[config.mk]
export PLATFORM = sky130hd
export DESIGN_NAME = count_sliding_window_emitter
export DESIGN_NICKNAME = d
export VERILOG_FILES = /design/src/design/cswe_pkg.sv /design/src/design/cswe_cell.sv /design/src/design/cswe_ctrl.sv /design/src/design/count_sliding_window_emitter.sv
export SDC_FILE = /design/constraint.sdc
export NUM_CORES = 2
export LEC_CHECK = 0
export ABC_CLOCK_PERIOD_IN_PS = 7750
export BUFFER_PORTS_ARGS = -buffer_cell sky130_fd_sc_hd__buf_2
export CAP_MARGIN = 20
export CORE_ASPECT_RATIO = 1.5
export CORE_UTILIZATION = 60
export CTS_BUF_LIST = sky130_fd_sc_hd__clkbuf_16
export DETAILED_ROUTE_END_ITERATION = 7
export PLACE_DENSITY_LB_ADDON = 0.15
export SKIP_LAST_GASP = 1
export SYNTH_ARGS = -nofsm -noshare
export SYNTH_HDL_FRONTEND = slang
export SYNTH_SLANG_ARGS = --single-unit
[constraint.sdc]
create_clock -name clk -period 7.75 [get_ports clk]
set_input_delay 0.775 -clock clk [delete_from_list [all_inputs] [get_ports clk]]
set_output_delay 0.775 -clock clk [all_outputs]
set_load 0.01 [all_outputs]
[src/design/cswe_pkg.sv]
// Package for the count-based sliding window emitter.
// Holds widths and register map used by all modules, and the control struct from the sequencer to the cell row.
// No dependencies.
package cswe_pkg;

  // Data word width and window buffer depth
  localparam int DATA_WIDTH   = 32;
  localparam int WINDOW_DEPTH = 16;

  // Pointer indexes one buffer entry; size counts 1..WINDOW_DEPTH
  localparam int PTR_W  = (WINDOW_DEPTH > 1) ? $clog2(WINDOW_DEPTH) : 1;
  localparam int SIZE_W = $clog2(WINDOW_DEPTH + 1);

  // Register field widths
  localparam int CFG_SIZE_W = 5;
  localparam int STEP_W     = 16;

  // Config port
  localparam int CFG_DATA_W = 32;
  localparam int CFG_ADDR_W = 3;

  // Register indexes (taken from paddr[2])
  localparam logic REG_WINDOW_SIZE = 1'b0;
  localparam logic REG_STEP_COUNT  = 1'b1;

  // Register reset values
  localparam logic [CFG_SIZE_W-1:0] WINDOW_SIZE_RST = CFG_SIZE_W'(16);
  localparam logic [STEP_W-1:0]     STEP_COUNT_RST  = STEP_W'(1);

  // Control from the sequencer to the cell row
  typedef struct packed {
    logic              wr_en;     // write sample into cell at wr_ptr
    logic [PTR_W-1:0]  wr_ptr;
    logic              shift_en;  // rotate the active ring by one
    logic [SIZE_W-1:0] size;      // effective window size, 1..WINDOW_DEPTH
  } cell_ctl_t;

  // Clamp the size register to 1..WINDOW_DEPTH
  function automatic logic [SIZE_W-1:0] eff_size(input logic [CFG_SIZE_W-1:0] s);
    logic [SIZE_W-1:0] r;
    if (s == '0) begin
      r = SIZE_W'(1);
    end else if (32'(s) > 32'(WINDOW_DEPTH)) begin
      r = SIZE_W'(WINDOW_DEPTH);
    end else begin
      r = SIZE_W'(s);
    end
    return r;
  endfunction

endpackage

[src/design/cswe_cell.sv]
// One window cell: holds a single data word.
// Loads a new sample or takes its neighbor's word during ring rotation.
// Depends on cswe_pkg.
module cswe_cell (
  input  logic                             clk,
  input  logic                             wr_en,
  input  logic [cswe_pkg::DATA_WIDTH-1:0]  wr_data,
  input  logic                             shift_en,
  input  logic [cswe_pkg::DATA_WIDTH-1:0]  shift_data,
  output logic [cswe_pkg::DATA_WIDTH-1:0]  q
);

  logic [cswe_pkg::DATA_WIDTH-1:0] word_r;
  logic [cswe_pkg::DATA_WIDTH-1:0] word_nxt;

  // Write and rotate never coincide; write wins anyway
  always_comb begin
    word_nxt = word_r;
    if (wr_en) begin
      word_nxt = wr_data;
    end else if (shift_en) begin
      word_nxt = shift_data;
    end
  end

  // Payload only, no reset
  always_ff @(posedge clk) begin
    word_r <= word_nxt;
  end

  assign q = word_r;

endmodule

[src/design/cswe_ctrl.sv]
// Sequencer: write pointer, stride counter, full flag, emission counter
// and the output register. Drives the cell row through cell_ctl_t.
// Depends on cswe_pkg.
module cswe_ctrl (
  input  logic                                clk,
  input  logic                                rst_n,
  input  logic [cswe_pkg::CFG_SIZE_W-1:0]     cfg_size,
  input  logic [cswe_pkg::STEP_W-1:0]         cfg_step,
  input  logic                                in_valid,
  output logic                                in_stall,
  input  logic [cswe_pkg::DATA_WIDTH-1:0]     tap_data,
  output cswe_pkg::cell_ctl_t                 cell_ctl,
  output logic                                out_valid,
  input  logic                                out_stall,
  output logic [cswe_pkg::DATA_WIDTH-1:0]     out_value,
  output logic                                out_last
);

  localparam int PW = cswe_pkg::PTR_W;
  localparam int SW = cswe_pkg::SIZE_W;
  localparam int TW = cswe_pkg::STEP_W;

  logic [PW-1:0] wp_r, wp_nxt;
  logic [TW-1:0] sc_r, sc_nxt;
  logic          full_r, full_nxt;
  logic          emit_r, emit_nxt;
  logic [SW-1:0] cnt_r, cnt_nxt;
  logic          out_valid_r, out_valid_nxt;
  logic [cswe_pkg::DATA_WIDTH-1:0] out_value_r, out_value_nxt;
  logic          out_last_r, out_last_nxt;

  logic [SW-1:0] size;
  logic          in_acc;
  logic          out_free;
  logic          step_go;
  logic          is_last;
  logic [SW:0]   ptr_inc;
  logic [TW-1:0] sc_inc;
  logic          bound;
  logic          wrap;

  assign size     = cswe_pkg::eff_size(cfg_size);
  assign in_acc   = in_valid && !emit_r;
  assign out_free = !out_valid_r || !out_stall;
  assign step_go  = emit_r && out_free;
  assign is_last  = (cnt_r == size - SW'(1));

  // Pointer wrap and stride boundary for an accepted request
  assign ptr_inc = (SW+1)'(wp_r) + (SW+1)'(1);
  assign wrap    = (ptr_inc >= (SW+1)'(size));
  assign sc_inc  = sc_r + TW'(1);
  assign bound   = (sc_inc == '0) || ((cfg_step != '0) && (sc_inc >= cfg_step));

  always_comb begin
    wp_nxt        = wp_r;
    sc_nxt        = sc_r;
    full_nxt      = full_r;
    emit_nxt      = emit_r;
    cnt_nxt       = cnt_r;
    out_valid_nxt = out_valid_r;
    out_value_nxt = out_value_r;
    out_last_nxt  = out_last_r;

    // New sample: advance pointer and stride, maybe start an emission
    if (in_acc) begin
      if (wrap) begin
        wp_nxt   = '0;
        full_nxt = 1'b1;
      end else begin
        wp_nxt = PW'(ptr_inc);
      end
      if (bound) begin
        sc_nxt = '0;
        if (full_nxt) begin
          emit_nxt = 1'b1;
          cnt_nxt  = '0;
        end
      end else begin
        sc_nxt = sc_inc;
      end
    end

    // Output register: load next window entry or drain
    if (step_go) begin
      out_valid_nxt = 1'b1;
      out_value_nxt = tap_data;
      out_last_nxt  = is_last;
      cnt_nxt       = cnt_r + SW'(1);
      if (is_last) begin
        emit_nxt = 1'b0;
      end
    end else if (out_free) begin
      out_valid_nxt = 1'b0;
    end
  end

  always_ff @(posedge clk) begin
    if (!rst_n) begin
      wp_r        <= '0;
      sc_r        <= '0;
      full_r      <= 1'b0;
      emit_r      <= 1'b0;
      cnt_r       <= '0;
      out_valid_r <= 1'b0;
    end else begin
      wp_r        <= wp_nxt;
      sc_r        <= sc_nxt;
      full_r      <= full_nxt;
      emit_r      <= emit_nxt;
      cnt_r       <= cnt_nxt;
      out_valid_r <= out_valid_nxt;
    end
  end

  always_ff @(posedge clk) begin
    out_value_r <= out_value_nxt;
    out_last_r  <= out_last_nxt;
  end

  // Cell row control; the tap sits at the write pointer
  assign cell_ctl.wr_en    = in_acc;
  assign cell_ctl.wr_ptr   = wp_r;
  assign cell_ctl.shift_en = step_go;
  assign cell_ctl.size     = size;

  assign in_stall  = emit_r;
  assign out_valid = out_valid_r;
  assign out_value = out_value_r;
  assign out_last  = out_last_r;

endmodule

[src/design/count_sliding_window_emitter.sv]
// Count-based sliding window emitter.
//
// Input channel (in_*): one sample per request, appended to a circular
// window of window_size entries. Every step_count requests a stride
// boundary occurs; once the window has wrapped at least once, the boundary
// emits the whole window on the output channel (out_*), oldest entry
// first, window_size results, the newest flagged by out_window_last.
// A request that emits nothing is taken every cycle while no emission runs.
// A request that emits holds in_stall high until the last result is loaded,
// while the emission runs at one result per cycle unless stalled, the pace
// set by the single output register and the rotating ring of window cells;
// the triggering request sets the emit flag and the output register then
// loads the first result. out_stall freezes the output register and the
// ring; nothing is lost. The last result may wait while the next request
// is already accepted. Configuration is through an APB-style port:
// window_size at 0x0, step_count at 0x4, written by the user only while
// the block is idle; the block does not enforce this. Reset (rst_n low,
// synchronous) clears pointer, stride counter, full flag and output valid,
// and sets window_size to 16 and step_count to 1. Window cell contents are
// undefined until written. Depends on cswe_pkg, cswe_cell and cswe_ctrl.
module count_sliding_window_emitter (
  input  logic                                clk,
  input  logic                                rst_n,
  // Input channel
  input  logic                                in_valid,
  output logic                                in_stall,
  input  logic [cswe_pkg::DATA_WIDTH-1:0]     in_sample_value,
  // Result channel
  output logic                                out_valid,
  input  logic                                out_stall,
  output logic [cswe_pkg::DATA_WIDTH-1:0]     out_window_value,
  output logic                                out_window_last,
  // Config port
  input  logic                                cfg_psel,
  input  logic                                cfg_penable,
  input  logic                                cfg_pwrite,
  input  logic [cswe_pkg::CFG_ADDR_W-1:0]     cfg_paddr,
  input  logic [cswe_pkg::CFG_DATA_W-1:0]     cfg_pwdata,
  output logic [cswe_pkg::CFG_DATA_W-1:0]     cfg_prdata,
  output logic                                cfg_pready
);

  localparam int DW = cswe_pkg::DATA_WIDTH;
  localparam int DP = cswe_pkg::WINDOW_DEPTH;
  localparam int SW = cswe_pkg::SIZE_W;

  logic [cswe_pkg::CFG_SIZE_W-1:0] size_r, size_nxt;
  logic [cswe_pkg::STEP_W-1:0]     step_r, step_nxt;
  logic                            cfg_wr;
  logic                            cfg_sel;

  cswe_pkg::cell_ctl_t cell_ctl;
  logic [DW-1:0] cell_q    [DP];
  logic [DW-1:0] cell_feed [DP];
  logic [DP-1:0] cell_wr;
  logic [DP-1:0] cell_shift;
  logic [DW-1:0] tap_data;

  // Register write
  assign cfg_pready = 1'b1;
  assign cfg_wr     = cfg_psel && cfg_penable && cfg_pwrite;
  assign cfg_sel    = cfg_paddr[2];

  always_comb begin
    size_nxt = size_r;
    step_nxt = step_r;
    if (cfg_wr) begin
      unique case (cfg_sel)
        cswe_pkg::REG_WINDOW_SIZE: size_nxt = cfg_pwdata[cswe_pkg::CFG_SIZE_W-1:0];
        cswe_pkg::REG_STEP_COUNT:  step_nxt = cfg_pwdata[cswe_pkg::STEP_W-1:0];
        default: ;
      endcase
    end
  end

  always_ff @(posedge clk) begin
    if (!rst_n) begin
      size_r <= cswe_pkg::WINDOW_SIZE_RST;
      step_r <= cswe_pkg::STEP_COUNT_RST;
    end else begin
      size_r <= size_nxt;
      step_r <= step_nxt;
    end
  end

  // Register read
  always_comb begin
    unique case (cfg_sel)
      cswe_pkg::REG_WINDOW_SIZE: cfg_prdata = cswe_pkg::CFG_DATA_W'(size_r);
      cswe_pkg::REG_STEP_COUNT:  cfg_prdata = cswe_pkg::CFG_DATA_W'(step_r);
      default:                   cfg_prdata = '0;
    endcase
  end

  // Sequencer
  cswe_ctrl u_ctrl (
    .clk       (clk),
    .rst_n     (rst_n),
    .cfg_size  (size_r),
    .cfg_step  (step_r),
    .in_valid  (in_valid),
    .in_stall  (in_stall),
    .tap_data  (tap_data),
    .cell_ctl  (cell_ctl),
    .out_valid (out_valid),
    .out_stall (out_stall),
    .out_value (out_window_value),
    .out_last  (out_window_last)
  );

  // Cell row: the first size cells form a ring that rotates toward cell 0
  for (genvar i = 0; i < DP; i++) begin : g_cell
    assign cell_wr[i]    = cell_ctl.wr_en && (cell_ctl.wr_ptr == cswe_pkg::PTR_W'(i));
    assign cell_shift[i] = cell_ctl.shift_en && ((SW+1)'(i) < (SW+1)'(cell_ctl.size));

    if (i == DP - 1) begin : g_end
      assign cell_feed[i] = cell_q[0];
    end else begin : g_mid
      assign cell_feed[i] = ((SW+1)'(i) == (SW+1)'(cell_ctl.size) - (SW+1)'(1)) ?
                            cell_q[0] : cell_q[i+1];
    end

    cswe_cell u_cell (
      .clk        (clk),
      .wr_en      (cell_wr[i]),
      .wr_data    (in_sample_value),
      .shift_en   (cell_shift[i]),
      .shift_data (cell_feed[i]),
      .q          (cell_q[i])
    );
  end

  // Output tap at the write pointer: after k rotations it holds entry wp+k
  assign tap_data = cell_q[cell_ctl.wr_ptr];

endmodule
# ---- Yosys cells after proc, flatten, opt, wreduce, memory -nomap -nowiden
# Index checks and enable logic that the tools add are counted.
dict set report word_totals {
  reg_bits 594
  input_bits 74
  out_inout_bits 68
  elab_cells 223
}
dict set report classes {
  add_sub_neg 5
  order_cmp 20
  eq_ne 31
  muxes 68
  bitwise 2
  reduce_logical 71
}
# cell count
set op_table {}
lappend op_table {{two-way mux 32 bit} 49}
lappend op_table {{binary-select mux 32 bit (select 4 bit)} 1}
lappend op_table {{case mux 32 bit (2 select lines)} 1}
lappend op_table {{== test 4 x 6 -> 1 bit, first input constant} 7}
lappend op_table {{less-than comparator 4 x 5 -> 1 bit, first input constant} 8}
lappend op_table {{nonzero test 2 bit} 20}
lappend op_table {{logical AND 1 bit} 37}
lappend op_table {{== test 4 bit, second input constant} 8}
lappend op_table {{two-way mux 5 bit} 6}
lappend op_table {{== test 3 x 6 -> 1 bit, first input constant} 4}
lappend op_table {{less-than comparator 3 x 5 -> 1 bit, first input constant} 4}
lappend op_table {{adder 16 x 1 -> 16 bit, second input constant} 1}
lappend op_table {{== test 4 x 3 -> 1 bit, second input constant} 4}
lappend op_table {{greater-or-equal comparator 16 bit} 1}
lappend op_table {{zero test 16 bit} 1}
lappend op_table {{two-way mux 16 bit} 1}
lappend op_table {{nonzero test 16 bit} 1}
lappend op_table {{== test 2 x 6 -> 1 bit, first input constant} 2}
lappend op_table {{less-than comparator 1 x 5 -> 1 bit, first input constant} 2}
lappend op_table {{less-than comparator 2 x 5 -> 1 bit, first input constant} 2}
lappend op_table {{two-way mux 1 bit} 9}
lappend op_table {{== test 4 x 2 -> 1 bit, second input constant} 2}
lappend op_table {{== test 1 x 6 -> 1 bit, first input constant} 1}
lappend op_table {{greater-or-equal comparator 6 x 5 -> 1 bit} 1}
lappend op_table {{19 further kinds} 24}

# ---- Depth between registers and ports, before layout
dict set report depth {
  depth_word 11
  ltp_mapped 15
}

# ---- Hierarchy
# From an unflattened synthesis, not the netlist that was laid out.
dict set report hier_totals {
  hier_cells 2482
  hier_area_um2 38629.5
}
# module n_inst cells_each area_per_inst_um2 seq_area_each_um2
set by_module_without_submodules {}
lappend by_module_without_submodules {cswe_cell 16 69 1507.7 960.9}
lappend by_module_without_submodules {count_sliding_window_emitter 1 1036 11143.2 420.4}
lappend by_module_without_submodules {cswe_ctrl 1 342 3363.2 1551.5}

# ---- Least setup slack after synthesis
# Ideal clock, no wire load.
dict set report synth_path {
  kind {input to register}
  from {input port out_stall}
  to {register g_cell[6].u_cell.word_r, in the netlist g_cell[6].u_cell.q[0], enable pin}
  setup_time_ns 0.466
  t_arrival_ns 3.611
  slack_ns 3.674
  cell_stages 5
  path_buffers 2
  path_cell_list {nand2_1 > nand2_1 > clkbuf_1 > clkbuf_1 > o21ai_0}
}
dict set report synth_via {
  elab_chain_cells 5
}
# item line
set synth_rtl {}
lappend synth_rtl {{start: declaration} count_sliding_window_emitter.sv:30} ;# input logic out_stall,
lappend synth_rtl {{zero test 1 bit} cswe_ctrl.sv:44} ;# assign out_free = !out_valid_r || !out_stall;
lappend synth_rtl {{logical OR 1 bit} cswe_ctrl.sv:44}
lappend synth_rtl {{logical AND 1 bit} cswe_ctrl.sv:45} ;# assign step_go = emit_r && out_free;
lappend synth_rtl {{logical AND 1 bit} count_sliding_window_emitter.sv:114} ;# assign cell_shift[i] = cell_ctl.shift_en && ((SW+1)'(i) < (SW+1)'(cell_ctl.size));
lappend synth_rtl {{nonzero test 2 bit (no source line)} -}
lappend synth_rtl {{end signal: assignment} cswe_cell.sv:28} ;# word_r <= word_nxt;
lappend synth_rtl {{end: declaration} cswe_cell.sv:13} ;# logic [cswe_pkg::DATA_WIDTH-1:0] word_r;
# No other way between the ends.
# A chain may end at the register's enable or synchronous reset.

# ---- Worst setup path after layout
dict set report layout_path {
  from {register u_ctrl.sc_r[0]}
  to {register u_ctrl.emit_r (netlist: u_ctrl.in_stall)}
}
dict set report layout_via {
  elab_chain_cells 8
}
# item line
set layout_rtl {}
lappend layout_rtl {{start: declaration} cswe_ctrl.sv:24} ;# logic [TW-1:0] sc_r, sc_nxt;
lappend layout_rtl {{start signal: assignment} cswe_ctrl.sv:107} ;# sc_r <= sc_nxt;
lappend layout_rtl {{adder 16 x 1 -> 16 bit (*)} cswe_ctrl.sv:51} ;# assign sc_inc = sc_r + TW'(1);
lappend layout_rtl {{greater-or-equal comparator 16 bit} cswe_ctrl.sv:52} ;# assign bound = (sc_inc == '0) || ((cfg_step != '0) && (sc_inc >= cfg_step));
lappend layout_rtl {{logical AND 1 bit} cswe_ctrl.sv:52}
lappend layout_rtl {{logical OR 1 bit (*)} cswe_ctrl.sv:52}
lappend layout_rtl {{two-way mux 1 bit (*)} cswe_ctrl.sv:72} ;# if (bound) begin
lappend layout_rtl {{two-way mux 1 bit (*)} cswe_ctrl.sv:65} ;# if (in_acc) begin
lappend layout_rtl {{two-way mux 1 bit} cswe_ctrl.sv:89} ;# if (is_last) begin
lappend layout_rtl {{two-way mux 1 bit (*)} cswe_ctrl.sv:84} ;# if (step_go) begin
lappend layout_rtl {{end signal: assignment} cswe_ctrl.sv:109} ;# emit_r <= emit_nxt;
lappend layout_rtl {{end: declaration} cswe_ctrl.sv:26} ;# logic emit_r, emit_nxt;
# Mark *: on every way between the ends. The rest lies on a longest branch, timed or not.

==> run summary <==
The run finished with clean final reports. The cell depth of the worst setup path came out at 12. By area, the combinational part of the netlist is dominated by multiplexers. The number of warning messages in the yosys log came out at 0. The final-report setup violation count came out at 0.

The synthesized design spends more area on one cell type than any other, namely sky130_fd_sc_hd__edfxtp_1. The die span in x is 196 um. The number of cells produced by synthesis is 2905.

The cell sitting at the root of the clock tree is a sky130_fd_sc_hd__clkbuf_16. The most frequent standard cell in the layout excluding fill and tap cells is sky130_fd_sc_hd__edfxtp_1. The setup TNS is 0 ns.

The internal reg-to-reg setup slack is 3.42 ns. The port buffer count is 106. The power per cell area came out at 187 mW/mm^2. The routed layout has 24800 vias. The minimum setup slack in the final design is 3.42 ns. The global-route total usage across every layer came out at 36.5%. The floorplan step defined a die boundary enclosing 0.0576 sq mm. The arrival time of the worst setup path is 4.87 ns.

After detailed routing, the number of remaining DRC violations is 0. The worst register-to-register path begins at u_ctrl.sc_r[0]. On the worst path, the slowest cell contributes a delay of 0.66 ns.

The placeable core region came out at 0.0558 sq mm. The initial antenna violation count came out at 3. The hold violation count in the final report came out at 0. The number of top-level pins is 142. The fraction of the mapped netlist area in adder cells is 1.14%. The worst slack on hold paths is 0.361 ns.

Summing the areas of all and, or, nand and nor instances in the mapped netlist gives 8.20% of the synthesized area. Setup repair after global routing left no endpoint under its margin. The clock network accounts for 39.4% of the total power. The final instance count without filler cells is 3648. The slowest cell on the critical path is sky130_fd_sc_hd__a2111oi_0. The clock period minus worst slack came out at 4.33 ns. The number of buffers and inverters on the critical path is 0.

Clock-pin slew was measured on the worst setup and hold paths at 0.07 ns. The portion of synthesized area spent on multiplexers is 26.2%. The die is 293 um tall.

TritonCTS built the clock tree. The top cell type's share of synthesized area is 48.2%. Of the total synthesized cell area, the portion taken by XOR and XNOR cells is 0.644%. The TritonCTS buffer count came out at 58. The number of global-route vias before repair is 24000.

The timing endpoint of the critical path is u_ctrl.in_stall. The max-slew violation count came out at 0. The area taken by flip-flops and latches is 0.0174 sq mm. Leaving out fill and tap cells, the most frequent cells in the layout are sky130_fd_sc_hd__edfxtp_1, sky130_fd_sc_hd__mux2i_1, sky130_fd_sc_hd__a21oi_1. Once the floorplan was initialized, standard cells occupied 60.9% of the core. The most used flip-flop cell after synthesis is sky130_fd_sc_hd__edfxtp_1.

The critical path startpoint is u_ctrl.sc_r[0]. The via count normalized by instance count is 6.79. The first global-routing pass estimated 153000 um of wire. The headroom to the max-slew limit is 28.3%. The count of hold buffers inserted by post-cts repair is 0. The post-synthesis to final-layout area growth came out at 8.21%. The worst setup path is launched from a flip-flop. Internal power comes to 0.00521 W. The filler cell count is 4227. The instance count after placement with tap cells included came out at 3537.

The later pin in the worst-skew pair is clocked with a latency of 0.64 ns. Sequential cells burn 53.0% of the power. The maximum count of clock buffers along a single path is 3. The critical path start-end classification is flip-flop to flip-flop. The switching portion of total power came out at 24.3%. The count of H-tree levels built during CTS came out at 2. The final weighted congestion in routability-driven placement is 0.820. The element type at the critical path end is a flip-flop.

The largest driver fanout on the critical path is 15. The total overflow left after global routing is 0. The endpoint of the lowest-slack register-to-register path is u_ctrl.in_stall. The synthesized netlist devotes 8.70% of its cell area to compound gates. CTS saw 594 sinks.

The total leakage power is 13.8 nW. The sequential share of the synthesized area is 51.0%. Gates resized during post-CTS repair numbered 0. The worst-case reg-to-reg path depth came out at 12. The part of the power in combinational logic is 7.7%.

The sum of routed wire length over all layers came out at 105000 um. The number of nets in the final layout is 2947. In this run, the number of DRC markers left after iteration 0 of detailed routing was 2729. Summing all multi-input logic gate instances after layout gives 0.0156 sq mm. IR analysis of the VDD net gives a maximum drop of 0.000188 V. The synthesis-stage register bit count came out at 594.

Traced cell by cell, the critical path runs through ha_1 -> nand3_1 -> or4_1 -> xnor2_1 -> ha_1 -> a21oi_1 -> o21ai_0 -> a2111oi_0 -> a21oi_1 -> a41oi_4 -> nor2_1 -> o21a_1. The max-cap violation count came out at 0. The distinct cell type count after synthesis came out at 57.

The share of layout cells above drive strength 1 is 18.1%. After synthesis the cells add up to 0.0340 sq mm. The setup fix buffers added after clock tree synthesis is 0.

The average size of a mapped cell came out at 11.7 sq um. The number of routed nets with antenna violations came out at 0. The half-perimeter wire length after detailed placement came out at 53400 um. The highest clock rate is 231 MHz. Prior to clock tree synthesis, the placed netlist has a worst setup slack of 3.55 ns. The min-delay analysis places its worst path in the category primary input to flip-flop.

The final critical path takes up 55.9% of the cycle. The required time reported for the critical path endpoint came out at 8.29 ns. The number of cell rows came out at 106. Counting flops with an async set or reset pin after synthesis yields a share of 0%.

For this design the total switching power over the nets is 0.00167 W. The transition time of the tightest slew-check pin came out at 1.08 ns. The largest clock skew in the final design came out at 0.0108 ns. Ranked by total cell area, the synthesized netlist is headed by sky130_fd_sc_hd__edfxtp_1, sky130_fd_sc_hd__mux2i_1, sky130_fd_sc_hd__mux4_2, sky130_fd_sc_hd__a21oi_1, sky130_fd_sc_hd__nor2_1. The number of iterations in the first detailed-routing pass came out at 6. The routed length per instance is 28.7 um. The pin count of the biggest net entering global routing is 89.

The category of cells accounting for the largest share of critical-path delay is compound AO/OA/AOI/OAI gates. In this run, synthesis inferred 545 flip-flops with an integrated enable.
power by group through the flow:
stage	combinational [W]	clock, W	sequential (W)
2_1_floorplan	0.000412	0	0.00364
4_1_cts	0.000519	0.00273	0.00364
3_5_place_dp	0.000517	0	0.00371
6_report	0.000527	0.00271	0.00365
3_3_place_gp	0.000508	0	0.00371
5_1_grt	0.000552	0.00284	0.00366
cell families (layout without fill, tap and decap cells):
family / count (synthesis) / count (layout)
muxes: 681 / 681
and+or+nand+nor: 679 / 679
DFF: 594 / 594
AOI/OAI and AO/OA: 564 / 564
buffers and inverters: 329 / 298
adders and majority gates: 31 / 31
xor gates and xnor gates: 25 / 25
other: 2 / 20
final cells by class:
cell class	count	share of cell area, %
well taps	756	2.57
diodes	3	0.0204
flip-flops and latches	594	47.2
inverters	26	0.265
repair buffers	165	2.69
clock buffers	59	4.01
clock inverters	48	0.738
multi-input cells	1997	42.5
synth_stat cells (14+ instances only):
library cell,number
sky130_fd_sc_hd__inv_1,23
sky130_fd_sc_hd__nor2_1,300
sky130_fd_sc_hd__buf_1,19
sky130_fd_sc_hd__a21oi_1,307
sky130_fd_sc_hd__nand2_1,273
sky130_fd_sc_hd__ha_1,31
sky130_fd_sc_hd__xnor2_1,16
sky130_fd_sc_hd__mux2i_1,453
sky130_fd_sc_hd__mux2_2,68
sky130_fd_sc_hd__clkbuf_1,211
sky130_fd_sc_hd__nor3_1,14
sky130_fd_sc_hd__dfxtp_1,49
sky130_fd_sc_hd__edfxtp_1,545
sky130_fd_sc_hd__buf_4,18
sky130_fd_sc_hd__buf_2,54
sky130_fd_sc_hd__mux4_2,160
sky130_fd_sc_hd__and2_1,15
sky130_fd_sc_hd__nand3_1,24
sky130_fd_sc_hd__o21ai_0,204
worst reg2reg max path, stage by stage, from the launching register on:
cell and delay [ns]:
sky130_fd_sc_hd__dfxtp_1 0.47, sky130_fd_sc_hd__ha_1 0.34, sky130_fd_sc_hd__nand3_1 0.16, sky130_fd_sc_hd__or4_1 0.62, sky130_fd_sc_hd__xnor2_1 0.19, sky130_fd_sc_hd__ha_1 0.19
sky130_fd_sc_hd__a21oi_1 0.14, sky130_fd_sc_hd__o21ai_0 0.13, sky130_fd_sc_hd__a2111oi_0 0.66, sky130_fd_sc_hd__a21oi_1 0.40, sky130_fd_sc_hd__a41oi_4 0.54, sky130_fd_sc_hd__nor2_1 0.19
sky130_fd_sc_hd__o21a_1 0.20
state kept, by name, summed over array words and instances, names as in the netlist:
name / flops
size_r: 5
u_ctrl.out_valid: 1
u_ctrl.in_stall: 1
u_ctrl.cnt_r: 5
step_r: 16
u_ctrl.wp_r: 4
u_ctrl.out_last: 1
u_ctrl.full_r: 1
u_ctrl.out_value: 32
u_ctrl.sc_r: 16
g_cell.u_cell.q: 512
per-stage QoR:
stage                     power, W  util, %  cell area [sq um]
after global routing       0.00705     65.9              36800
after detailed placement   0.00423     62.7              35000
final                      0.00688     65.9              36800
after CTS                  0.00689     65.8              36800
after floorplan            0.00405        -              34000
after global placement     0.00421     62.7              35000
how the worst min path moves through the flow:
stage / startpoint / end / slack (ns) / cells after the start
2_1_floorplan: u_ctrl.full_r / u_ctrl.full_r / 0.45 / 2
3_3_place_gp: u_ctrl.full_r / u_ctrl.full_r / 0.47 / 2
3_5_place_dp: step_r[8] / step_r[8] / 0.48 / 2
4_1_cts: cfg_pwdata[0] / step_r[0] / 0.34 / 3
5_1_grt: cfg_pwdata[8] / step_r[8] / 0.36 / 3
6_report: cfg_pwdata[0] / step_r[0] / 0.36 / 3
metal layers:
layer | vias up | part of all wire [%] | GRT usage [%]
li1 | 10600 | - | -
met1 | 12100 | 35 | 45.3
met2 | 1637 | 49 | 60.9
met3 | 387 | 11 | 6.44
met4 | 4 | 5.9 | 19.5
met5 | - | 0.026 | 0
(Power assumes the default switching activity.)
